<file path="src/hw/rtl/sha256_pkg.sv">
// Shared types, constants and round functions for the SHA-256 stream hasher.
package sha256_pkg;

   localparam logic CMD_ABSORB = 1'b0;
   localparam logic CMD_FINISH = 1'b1;

   localparam int unsigned BUF_WORDS = 16;
   localparam int unsigned HASH_WORDS = 8;

   localparam logic [7:0] PAD_MARK = 8'h80;
   localparam logic [5:0] LAST_POS = 6'h3F;
   localparam logic [5:0] LEN_POS = 6'd56;
   localparam logic [6:0] FULL_FILL = 7'd64;
   localparam logic [2:0] LAST_INDEX = 3'd7;

   typedef enum logic [1:0] {
      ST_IDLE,
      ST_BUSY,
      ST_PAD,
      ST_EMIT
   } state_type;

   typedef struct packed {
      logic       command;
      logic [7:0] data_byte;
   } req_type;

   typedef struct packed {
      logic [31:0] digest_word;
      logic [2:0]  word_index;
      logic        last_word;
   } rsp_type;

   // control from the sequencer to the compression engine
   typedef struct packed {
      logic start;
      logic init;
   } core_ctrl_type;

   typedef struct packed {
      logic done;
   } core_stat_type;

   // how the block being compressed is formed from buffer and padding
   typedef struct packed {
      logic [6:0] fill;
      logic       mark;
      logic       len_en;
   } blk_type;

   typedef logic [HASH_WORDS-1:0][31:0] hash_type;

   localparam hash_type INIT_HASH = {
      32'h5be0cd19, 32'h1f83d9ab, 32'h9b05688c, 32'h510e527f,
      32'ha54ff53a, 32'h3c6ef372, 32'hbb67ae85, 32'h6a09e667
   };

   localparam logic [31:0] ROUND_K [64] = '{
      32'h428a2f98, 32'h71374491, 32'hb5c0fbcf, 32'he9b5dba5,
      32'h3956c25b, 32'h59f111f1, 32'h923f82a4, 32'hab1c5ed5,
      32'hd807aa98, 32'h12835b01, 32'h243185be, 32'h550c7dc3,
      32'h72be5d74, 32'h80deb1fe, 32'h9bdc06a7, 32'hc19bf174,
      32'he49b69c1, 32'hefbe4786, 32'h0fc19dc6, 32'h240ca1cc,
      32'h2de92c6f, 32'h4a7484aa, 32'h5cb0a9dc, 32'h76f988da,
      32'h983e5152, 32'ha831c66d, 32'hb00327c8, 32'hbf597fc7,
      32'hc6e00bf3, 32'hd5a79147, 32'h06ca6351, 32'h14292967,
      32'h27b70a85, 32'h2e1b2138, 32'h4d2c6dfc, 32'h53380d13,
      32'h650a7354, 32'h766a0abb, 32'h81c2c92e, 32'h92722c85,
      32'ha2bfe8a1, 32'ha81a664b, 32'hc24b8b70, 32'hc76c51a3,
      32'hd192e819, 32'hd6990624, 32'hf40e3585, 32'h106aa070,
      32'h19a4c116, 32'h1e376c08, 32'h2748774c, 32'h34b0bcb5,
      32'h391c0cb3, 32'h4ed8aa4a, 32'h5b9cca4f, 32'h682e6ff3,
      32'h748f82ee, 32'h78a5636f, 32'h84c87814, 32'h8cc70208,
      32'h90befffa, 32'ha4506ceb, 32'hbef9a3f7, 32'hc67178f2
   };

   function automatic logic [31:0] big_sigma0(input logic [31:0] x);
      return {x[1:0], x[31:2]} ^ {x[12:0], x[31:13]} ^ {x[21:0], x[31:22]};
   endfunction

   function automatic logic [31:0] big_sigma1(input logic [31:0] x);
      return {x[5:0], x[31:6]} ^ {x[10:0], x[31:11]} ^ {x[24:0], x[31:25]};
   endfunction

   function automatic logic [31:0] small_sigma0(input logic [31:0] x);
      return {x[6:0], x[31:7]} ^ {x[17:0], x[31:18]} ^ {3'b000, x[31:3]};
   endfunction

   function automatic logic [31:0] small_sigma1(input logic [31:0] x);
      return {x[16:0], x[31:17]} ^ {x[18:0], x[31:19]} ^ {10'b0, x[31:10]};
   endfunction

   function automatic logic [31:0] choose(input logic [31:0] e, input logic [31:0] f,
                                          input logic [31:0] g);
      return (e & f) ^ (~e & g);
   endfunction

   function automatic logic [31:0] majority(input logic [31:0] a, input logic [31:0] b,
                                            input logic [31:0] c);
      return (a & b) ^ (a & c) ^ (b & c);
   endfunction

endpackage

</file>
<file path="src/hw/rtl/sha256_buf.sv">
// Block buffer memory with byte writes and padded word readout.
module sha256_buf
   import sha256_pkg::*;
(
   input  logic        clock,
   input  logic        wr_en,
   input  logic [5:0]  wr_pos,
   input  logic [7:0]  wr_data,
   input  logic [3:0]  rd_addr,
   input  blk_type     blk,
   input  logic [63:0] bit_count,
   output logic [31:0] rd_word
);

   logic [3:0][7:0] buffer_mem_ff [BUF_WORDS];
   logic [3:0][7:0] rd_data_ff;
   logic [3:0]      rd_idx_ff;
   logic [31:0]     len_word;

   // byte 0 of a word is its most significant byte
   always_ff @(posedge clock) begin
      if (wr_en) begin
         buffer_mem_ff[wr_pos[5:2]][~wr_pos[1:0]] <= wr_data;
      end
      rd_data_ff <= buffer_mem_ff[rd_addr];
      rd_idx_ff <= rd_addr;
   end

   assign len_word = rd_idx_ff[0] ? bit_count[31:0] : bit_count[63:32];

   // bytes below the fill come from the buffer, then the mark, zeros and the length
   always_comb begin
      logic [6:0] pos;
      rd_word = '0;
      for (int lane = 0; lane < 4; lane++) begin
         pos = {1'b0, rd_idx_ff, 2'(lane)};
         if (pos < blk.fill) begin
            rd_word[31-8*lane -: 8] = rd_data_ff[2'(3 - lane)];
         end else if (blk.mark && pos == blk.fill) begin
            rd_word[31-8*lane -: 8] = PAD_MARK;
         end else if (blk.len_en && rd_idx_ff[3:1] == 3'b111) begin
            rd_word[31-8*lane -: 8] = len_word[31-8*lane -: 8];
         end else begin
            rd_word[31-8*lane -: 8] = 8'h00;
         end
      end
   end

endmodule

</file>
<file path="src/hw/rtl/sha256_core.sv">
// Compression engine: one round per cycle, schedule shift line and hash registers.
module sha256_core
   import sha256_pkg::*;
(
   input  logic          clock,
   input  logic          reset,
   input  core_ctrl_type ctrl,
   input  logic [31:0]   w_in,
   output logic [3:0]    rd_addr,
   output core_stat_type stat,
   output hash_type      hash
);

   logic [31:0] v_ff [HASH_WORDS];
   logic [31:0] v_in [HASH_WORDS];
   logic [31:0] sched_ff [BUF_WORDS];
   logic [31:0] w_cur;
   logic [31:0] t1;
   logic [31:0] t2;
   logic [5:0]  rnd_ff;
   logic [5:0]  rnd_in;
   logic        run_ff;
   logic        run_in;
   logic        fin_ff;
   logic        fin_in;
   hash_type    hash_ff;
   hash_type    hash_in;

   // fetch the next buffer word in the cycle before its round
   assign rd_addr = (run_ff && rnd_ff < 6'd15) ? rnd_ff[3:0] + 4'd1 : 4'd0;

   assign stat.done = fin_ff;
   assign hash = hash_ff;

   always_comb begin
      if (rnd_ff[5:4] == 2'b00) begin
         w_cur = w_in;
      end else begin
         w_cur = small_sigma1(sched_ff[14]) + sched_ff[9] + small_sigma0(sched_ff[1])
               + sched_ff[0];
      end
      t1 = v_ff[7] + big_sigma1(v_ff[4]) + choose(v_ff[4], v_ff[5], v_ff[6])
         + ROUND_K[rnd_ff] + w_cur;
      t2 = big_sigma0(v_ff[0]) + majority(v_ff[0], v_ff[1], v_ff[2]);
   end

   always_comb begin
      v_in = v_ff;
      rnd_in = rnd_ff;
      run_in = run_ff;
      fin_in = 1'b0;
      hash_in = hash_ff;
      if (ctrl.start) begin
         for (int i = 0; i < HASH_WORDS; i++) begin
            v_in[i] = hash_ff[i];
         end
         rnd_in = '0;
         run_in = 1'b1;
      end else if (run_ff) begin
         v_in[0] = t1 + t2;
         v_in[1] = v_ff[0];
         v_in[2] = v_ff[1];
         v_in[3] = v_ff[2];
         v_in[4] = v_ff[3] + t1;
         v_in[5] = v_ff[4];
         v_in[6] = v_ff[5];
         v_in[7] = v_ff[6];
         rnd_in = rnd_ff + 6'd1;
         if (rnd_ff == LAST_POS) begin
            run_in = 1'b0;
            fin_in = 1'b1;
         end
      end
      if (ctrl.init) begin
         hash_in = INIT_HASH;
      end else if (fin_ff) begin
         for (int i = 0; i < HASH_WORDS; i++) begin
            hash_in[i] = hash_ff[i] + v_ff[i];
         end
      end
   end

   always_ff @(posedge clock) begin
      if (reset) begin
         run_ff <= 1'b0;
         fin_ff <= 1'b0;
         rnd_ff <= '0;
         hash_ff <= INIT_HASH;
      end else begin
         run_ff <= run_in;
         fin_ff <= fin_in;
         rnd_ff <= rnd_in;
         hash_ff <= hash_in;
      end
   end

   always_ff @(posedge clock) begin
      v_ff <= v_in;
      if (run_ff) begin
         for (int i = 0; i < BUF_WORDS - 1; i++) begin
            sched_ff[i] <= sched_ff[i+1];
         end
         sched_ff[BUF_WORDS-1] <= w_cur;
      end
   end

endmodule

</file>
<file path="src/hw/rtl/sha256_stream_hasher.sv">
// SHA-256 stream hasher top level: sequencer, bit counter and result register.
// Absorb: the 64th byte of a block starts the 64 rounds and the hash update;
// input stalls while the block is compressed.
// Finish: digest items follow the padded block and, where needed, an extra length block,
// then one per cycle while the result side takes them; input stalls until all are issued.
// Synchronous reset restores the initial hash value and clears the bit count.
module sha256_stream_hasher
   import sha256_pkg::*;
(
   input  logic    clock,
   input  logic    reset,
   input  logic    req_valid,
   output logic    req_stall,
   input  req_type req_data,
   output logic    rsp_valid,
   input  logic    rsp_stall,
   output rsp_type rsp_data
);

   state_type     state_ff;
   state_type     state_in;
   logic [63:0]   bit_count_ff;
   logic [63:0]   bit_count_in;
   blk_type       blk_ff;
   blk_type       blk_in;
   logic          pad2_ff;
   logic          pad2_in;
   logic          final_ff;
   logic          final_in;
   logic [2:0]    idx_ff;
   logic [2:0]    idx_in;
   logic          rsp_valid_ff;
   logic          rsp_valid_in;
   rsp_type       rsp_data_ff;
   rsp_type       rsp_data_in;
   logic          accept;
   logic          load_rsp;
   logic          wr_en;
   logic [5:0]    pos;
   logic [3:0]    rd_addr;
   logic [31:0]   rd_word;
   core_ctrl_type ctrl;
   core_stat_type stat;
   hash_type      hash;

   assign pos = bit_count_ff[8:3];
   assign req_stall = (state_ff != ST_IDLE);
   assign accept = req_valid && !req_stall;
   assign load_rsp = (state_ff == ST_EMIT) && (!rsp_valid_ff || !rsp_stall);
   assign rsp_valid = rsp_valid_ff;
   assign rsp_data = rsp_data_ff;

   always_comb begin
      state_in = state_ff;
      unique case (state_ff)
         ST_IDLE: begin
            if (accept && (req_data.command == CMD_FINISH || pos == LAST_POS)) begin
               state_in = ST_BUSY;
            end
         end
         ST_BUSY: begin
            if (stat.done) begin
               if (pad2_ff) begin
                  state_in = ST_PAD;
               end else if (final_ff) begin
                  state_in = ST_EMIT;
               end else begin
                  state_in = ST_IDLE;
               end
            end
         end
         ST_PAD: begin
            state_in = ST_BUSY;
         end
         ST_EMIT: begin
            if (load_rsp && idx_ff == LAST_INDEX) begin
               state_in = ST_IDLE;
            end
         end
         default: begin
            state_in = ST_IDLE;
         end
      endcase
   end

   always_comb begin
      bit_count_in = bit_count_ff;
      blk_in = blk_ff;
      pad2_in = pad2_ff;
      final_in = final_ff;
      idx_in = idx_ff;
      wr_en = 1'b0;
      ctrl = '0;
      rsp_data_in = rsp_data_ff;
      rsp_valid_in = rsp_valid_ff && rsp_stall;
      unique case (state_ff)
         ST_IDLE: begin
            if (accept) begin
               if (req_data.command == CMD_FINISH) begin
                  // mark after the last byte; length goes here or in an extra block
                  blk_in.fill = {1'b0, pos};
                  blk_in.mark = 1'b1;
                  blk_in.len_en = (pos < LEN_POS);
                  pad2_in = (pos >= LEN_POS);
                  final_in = 1'b1;
                  ctrl.start = 1'b1;
               end else begin
                  wr_en = 1'b1;
                  bit_count_in = bit_count_ff + 64'd8;
                  if (pos == LAST_POS) begin
                     blk_in.fill = FULL_FILL;
                     blk_in.mark = 1'b0;
                     blk_in.len_en = 1'b0;
                     pad2_in = 1'b0;
                     final_in = 1'b0;
                     ctrl.start = 1'b1;
                  end
               end
            end
         end
         ST_BUSY: begin
            idx_in = '0;
         end
         ST_PAD: begin
            blk_in.fill = '0;
            blk_in.mark = 1'b0;
            blk_in.len_en = 1'b1;
            pad2_in = 1'b0;
            ctrl.start = 1'b1;
         end
         ST_EMIT: begin
            if (load_rsp) begin
               rsp_valid_in = 1'b1;
               rsp_data_in.digest_word = hash[idx_ff];
               rsp_data_in.word_index = idx_ff;
               rsp_data_in.last_word = (idx_ff == LAST_INDEX);
               idx_in = idx_ff + 3'd1;
               if (idx_ff == LAST_INDEX) begin
                  // start a new message
                  ctrl.init = 1'b1;
                  bit_count_in = '0;
                  final_in = 1'b0;
               end
            end
         end
         default: begin
         end
      endcase
   end

   always_ff @(posedge clock) begin
      if (reset) begin
         state_ff <= ST_IDLE;
         bit_count_ff <= '0;
         pad2_ff <= 1'b0;
         final_ff <= 1'b0;
         idx_ff <= '0;
         rsp_valid_ff <= 1'b0;
      end else begin
         state_ff <= state_in;
         bit_count_ff <= bit_count_in;
         pad2_ff <= pad2_in;
         final_ff <= final_in;
         idx_ff <= idx_in;
         rsp_valid_ff <= rsp_valid_in;
      end
   end

   always_ff @(posedge clock) begin
      blk_ff <= blk_in;
      rsp_data_ff <= rsp_data_in;
   end

   sha256_buf u_buf (
      .clock     (clock),
      .wr_en     (wr_en),
      .wr_pos    (pos),
      .wr_data   (req_data.data_byte),
      .rd_addr   (rd_addr),
      .blk       (blk_ff),
      .bit_count (bit_count_ff),
      .rd_word   (rd_word)
   );

   sha256_core u_core (
      .clock   (clock),
      .reset   (reset),
      .ctrl    (ctrl),
      .w_in    (rd_word),
      .rd_addr (rd_addr),
      .stat    (stat),
      .hash    (hash)
   );

endmodule

</file>
<file path="config.mk">
export PLATFORM = sky130hd
export DESIGN_NAME = sha256_stream_hasher
export DESIGN_NICKNAME = d
export VERILOG_FILES = /design/src/hw/rtl/sha256_pkg.sv /design/src/hw/rtl/sha256_buf.sv /design/src/hw/rtl/sha256_core.sv /design/src/hw/rtl/sha256_stream_hasher.sv
export SDC_FILE = /design/constraint.sdc
export NUM_CORES = 2
export LEC_CHECK = 0
export BUFFER_PORTS_ARGS = -buffer_cell sky130_fd_sc_hd__buf_4
export CAP_MARGIN = 10
export CELL_PAD_IN_SITES_DETAIL_PLACEMENT = 1
export CELL_PAD_IN_SITES_GLOBAL_PLACEMENT = 1
export CORE_MARGIN = 8
export CORE_UTILIZATION = 35
export CTS_CLUSTER_DIAMETER = 50
export DETAILED_ROUTE_END_ITERATION = 10
export PLACE_DENSITY = 0.62
export SYNTH_ARGS = -nofsm -noshare
export SYNTH_HDL_FRONTEND = slang
export SYNTH_SLANG_ARGS = --single-unit
</file>
<file path="constraint.sdc">
create_clock -name clock -period 24.6 [get_ports clock]
set_input_delay 2.46 -clock clock [delete_from_list [all_inputs] [get_ports clock]]
set_output_delay 2.46 -clock clock [all_outputs]
set_load 0.02 [all_outputs]
</file>
==> results.sh <==
export IMPL_status="finished, final reports clean"
export IMPL_arrival_ns=11.35
export IMPL_rows=176
export IMPL_post_cts_buffers=0
export IMPL_final_hold_viol_count=0
export IMPL_die_h_um=496.7
export IMPL_final_layout_size_suffix_gt1_frac=0.08509
export IMPL_via_per_inst=5.505
export IMPL_grt_use_total=0.2206
export IMPL_io_pins=51
export IMPL_synth_seq_cells=1422
export IMPL_grt_overflow=0
export IMPL_synth_edf_count=1069
export IMPL_fin_crit_ns=10.73
export IMPL_drv_cap=0
export IMPL_postSynth_asyncResetShare=0
export IMPL_gp_congestion=0.9471
export IMPL_grt_max_degree=173
export IMPL_maxSlewHeadroom=0.2309
export IMPL_required_ns=25.22
export IMPL_post_cts_resized=0
export IMPL_synthTopCellsByArea="edfxtp_1 40%, dfxtp_1 8.7%, ha_1 6.4%, nand2_1 5.2%, fa_1 4.9%"
export IMPL_clock_skew_ns=0.09308
export IMPL_crit_reg2reg_launch="u_core.sched_ff[1][20]"
export IMPL_fin_ws_ns=13.87
export IMPL_hp_start="u_core.sched_ff[10][5]"
export IMPL_synth_nets=8246
export IMPL_syn_to_final_growth_pct=13.16
export IMPL_netlist_area_leader_share=0.3969
export IMPL_grt_pass1_vias=60815
export IMPL_synthTopCellsByCount="1121 x nand2_1, 1069 x edfxtp_1, 521 x nor2_1, 453 x a21oi_1, 411 x ha_1"
export IMPL_holdWs_ns=0.4006
export IMPL_portBuffers=50
export IMPL_multi_input_area_um2=39030
export IMPL_clockRootBuffer="clkbuf_16"
export IMPL_die_width_um=496.7
export IMPL_drc_errors=0
export IMPL_endpoint_kind="flip-flop"
export IMPL_nNetsFinal=8223
export IMPL_period_share=0.4362
export IMPL_clk_pin_slew_ns=0.06
export IMPL_yosysMostFrequentCell="nand2_1"
export IMPL_path_class="reg2reg"
export IMPL_hpwlAfterDp_um=201800
export IMPL_wl_per_cell_um=25.73
export IMPL_seq_area_um2=39190
export IMPL_postSynthAreaPerCell_um2=10.61
export IMPL_yosys_most_used_dff="edfxtp_1"
export IMPL_ys_seq_area_frac=0.4842
export IMPL_maxSlewViolCount=0
export IMPL_setup_violations_final=0
export IMPL_clock_sinks=1422
export IMPL_start_util=0.3518
export IMPL_ctsHoldBuffers=0
export IMPL_cts_tree="done"
export IMPL_reg2reg_to="u_core.v_ff[252]"
export IMPL_crit_path_max_fanout=6
export IMPL_drt_antenna_violating_nets=0
export IMPL_cts_buffer_depth=3
export IMPL_max_stage_delay_ns=0.68
export IMPL_fillers=25136
export IMPL_worst_pin_slew_ns=1.151
export IMPL_hp_class="reg2reg"
export IMPL_die_area_um2=246700
export IMPL_max_freq_mhz=93.20
export IMPL_via_count=59509
export IMPL_grt_pass1_wl_um=411300
export IMPL_synthCells=7625
export IMPL_min_to="u_core.sched_ff[9][5]"
export IMPL_synthDistinctLibCells=94
export IMPL_crit_slowest_cell="o41ai_1"
export IMPL_htree_levels=4
export IMPL_yosys_area_top_type="edfxtp_1"
export IMPL_core_area_um2=229900
export IMPL_finalWirelength_um=278100
export IMPL_tns_ns=0
export IMPL_cp_start_kind="flip-flop"
export IMPL_cts_buffers=201
export IMPL_rr_worst_depth=41
export IMPL_rsz0062_at_grt="false"
export IMPL_preCtsSetupSlack_ns=14.02
export IMPL_rrSetupSlack_ns=13.87
export IMPL_syn_cell_area_um2=80880
export IMPL_drt_pass1_iterations=5
export IMPL_clkLatencyLatePin_ns=0.90
export IMPL_ys_warn_count=0
export IMPL_drt_iter0_markers=4580
export IMPL_grt_antenna_before_repair=5
export IMPL_hold_depth=0
==> area by class of cell <==
class | count | share of cell area
Clock buffer | 238 | 0.05756
Tap cell | 3026 | 0.04137
Antenna cell | 4 | 0.0001094
Clock inverter | 143 | 0.01914
Timing Repair Buffer | 142 | 0.01192
Sequential cell | 1422 | 0.4282
Inverter | 370 | 0.01531
Multi-Input combinational cell | 5465 | 0.4264
==> sequential cells by signal, indices dropped and copies added, names as in the netlist, 9 cells and up <==
register	count
blk_ff	9
u_buf.rd_data_ff	16
bit_count_ff	61
u_core.v_ff	256
u_core.hash	256
u_buf.buffer_mem_ff	256
rsp_data	36
u_core.sched_ff	512
==> per-stage QoR <==
stage          std cells  instance area, um^2  utilization
4_1_cts            10806                91520       0.3981
2_1_floorplan       7625                80880            -
6_report           10810                91530       0.3981
3_5_place_dp       10425                84500       0.3675
5_1_grt            10807                91520       0.3981
3_3_place_gp       10425                84500       0.3675
==> cells by family (layout without fill, tap and decap cells) <==
group | after synthesis | after routing | synth area share
adders and majority gates | 626 | 626 | 0.1146
DFF | 1422 | 1422 | 0.4842
AOI/OAI and AO/OA | 1698 | 1698 | 0.1334
xor gates and xnor gates | 590 | 590 | 0.06415
buffers and inverters | 738 | 893 | 0.03436
other | 0 | 4 | 0
muxes | 269 | 269 | 0.04498
and+or+nand+nor | 2282 | 2282 | 0.1243
==> how the worst max path moves through the flow <==
stage                                start                to  slack (ns)  depth (start not counted)
floorplan                    u_core.run_ff    u_core.v_ff[0]        5.67                          2
global placement    u_core.sched_ff[1][20]  u_core.v_ff[254]       14.07                         41
detailed placement  u_core.sched_ff[1][20]  u_core.v_ff[254]       14.02                         41
CTS                 u_core.sched_ff[1][20]  u_core.v_ff[252]       13.96                         41
global route        u_core.sched_ff[1][20]  u_core.v_ff[254]       13.10                         41
finish              u_core.sched_ff[1][20]  u_core.v_ff[252]       13.87                         41
==> layer usage <==
layer | part of all wire | wire length, um | global-route usage | vias up
li1 | - | - | - | 27286
met3 | 0.055 | 15300 | 0.03558 | 355
met2 | 0.45 | 124100 | 0.3453 | 1521
met5 | 0.000047 | 13 | 0 | -
met1 | 0.47 | 131000 | 0.3174 | 30345
met4 | 0.028 | 7680 | 0.05995 | 2
==> critical path, delay by kind of cell (launching register included) <==
family / cells / cell delay [ns]
xor gates and xnor gates: 3 / 0.95
adders and majority gates: 8 / 3.45
buffers and inverters: 5 / 0.41
AOI/OAI and AO/OA: 16 / 3.82
DFF: 1 / 0.50
and+or+nand+nor: 9 / 1.38
==> placed cells by master, fill, tap and decap left out, types with 54 or more instances in the layout <==
cell       count
o21ai_0      398
nor3_1        95
nor2_1       517
xnor2_1      400
and3_1        54
a31oi_1       81
inv_1        362
a211oi_1     135
a21oi_1      452
xor2_1       188
nand2_1     1118
dfxtp_1      343
ha_1         411
a21o_1       196
fa_1         197
and2_1        81
clkbuf_16    201
nand3_1      113
mux2i_1      161
edfxtp_1    1069
buf_4        140
mux4_2        72
o21a_1        72
nand2b_1      72
Power is not shown: default switching activity piles up to over one toggle a cycle in this logic, so the estimate is an artifact.
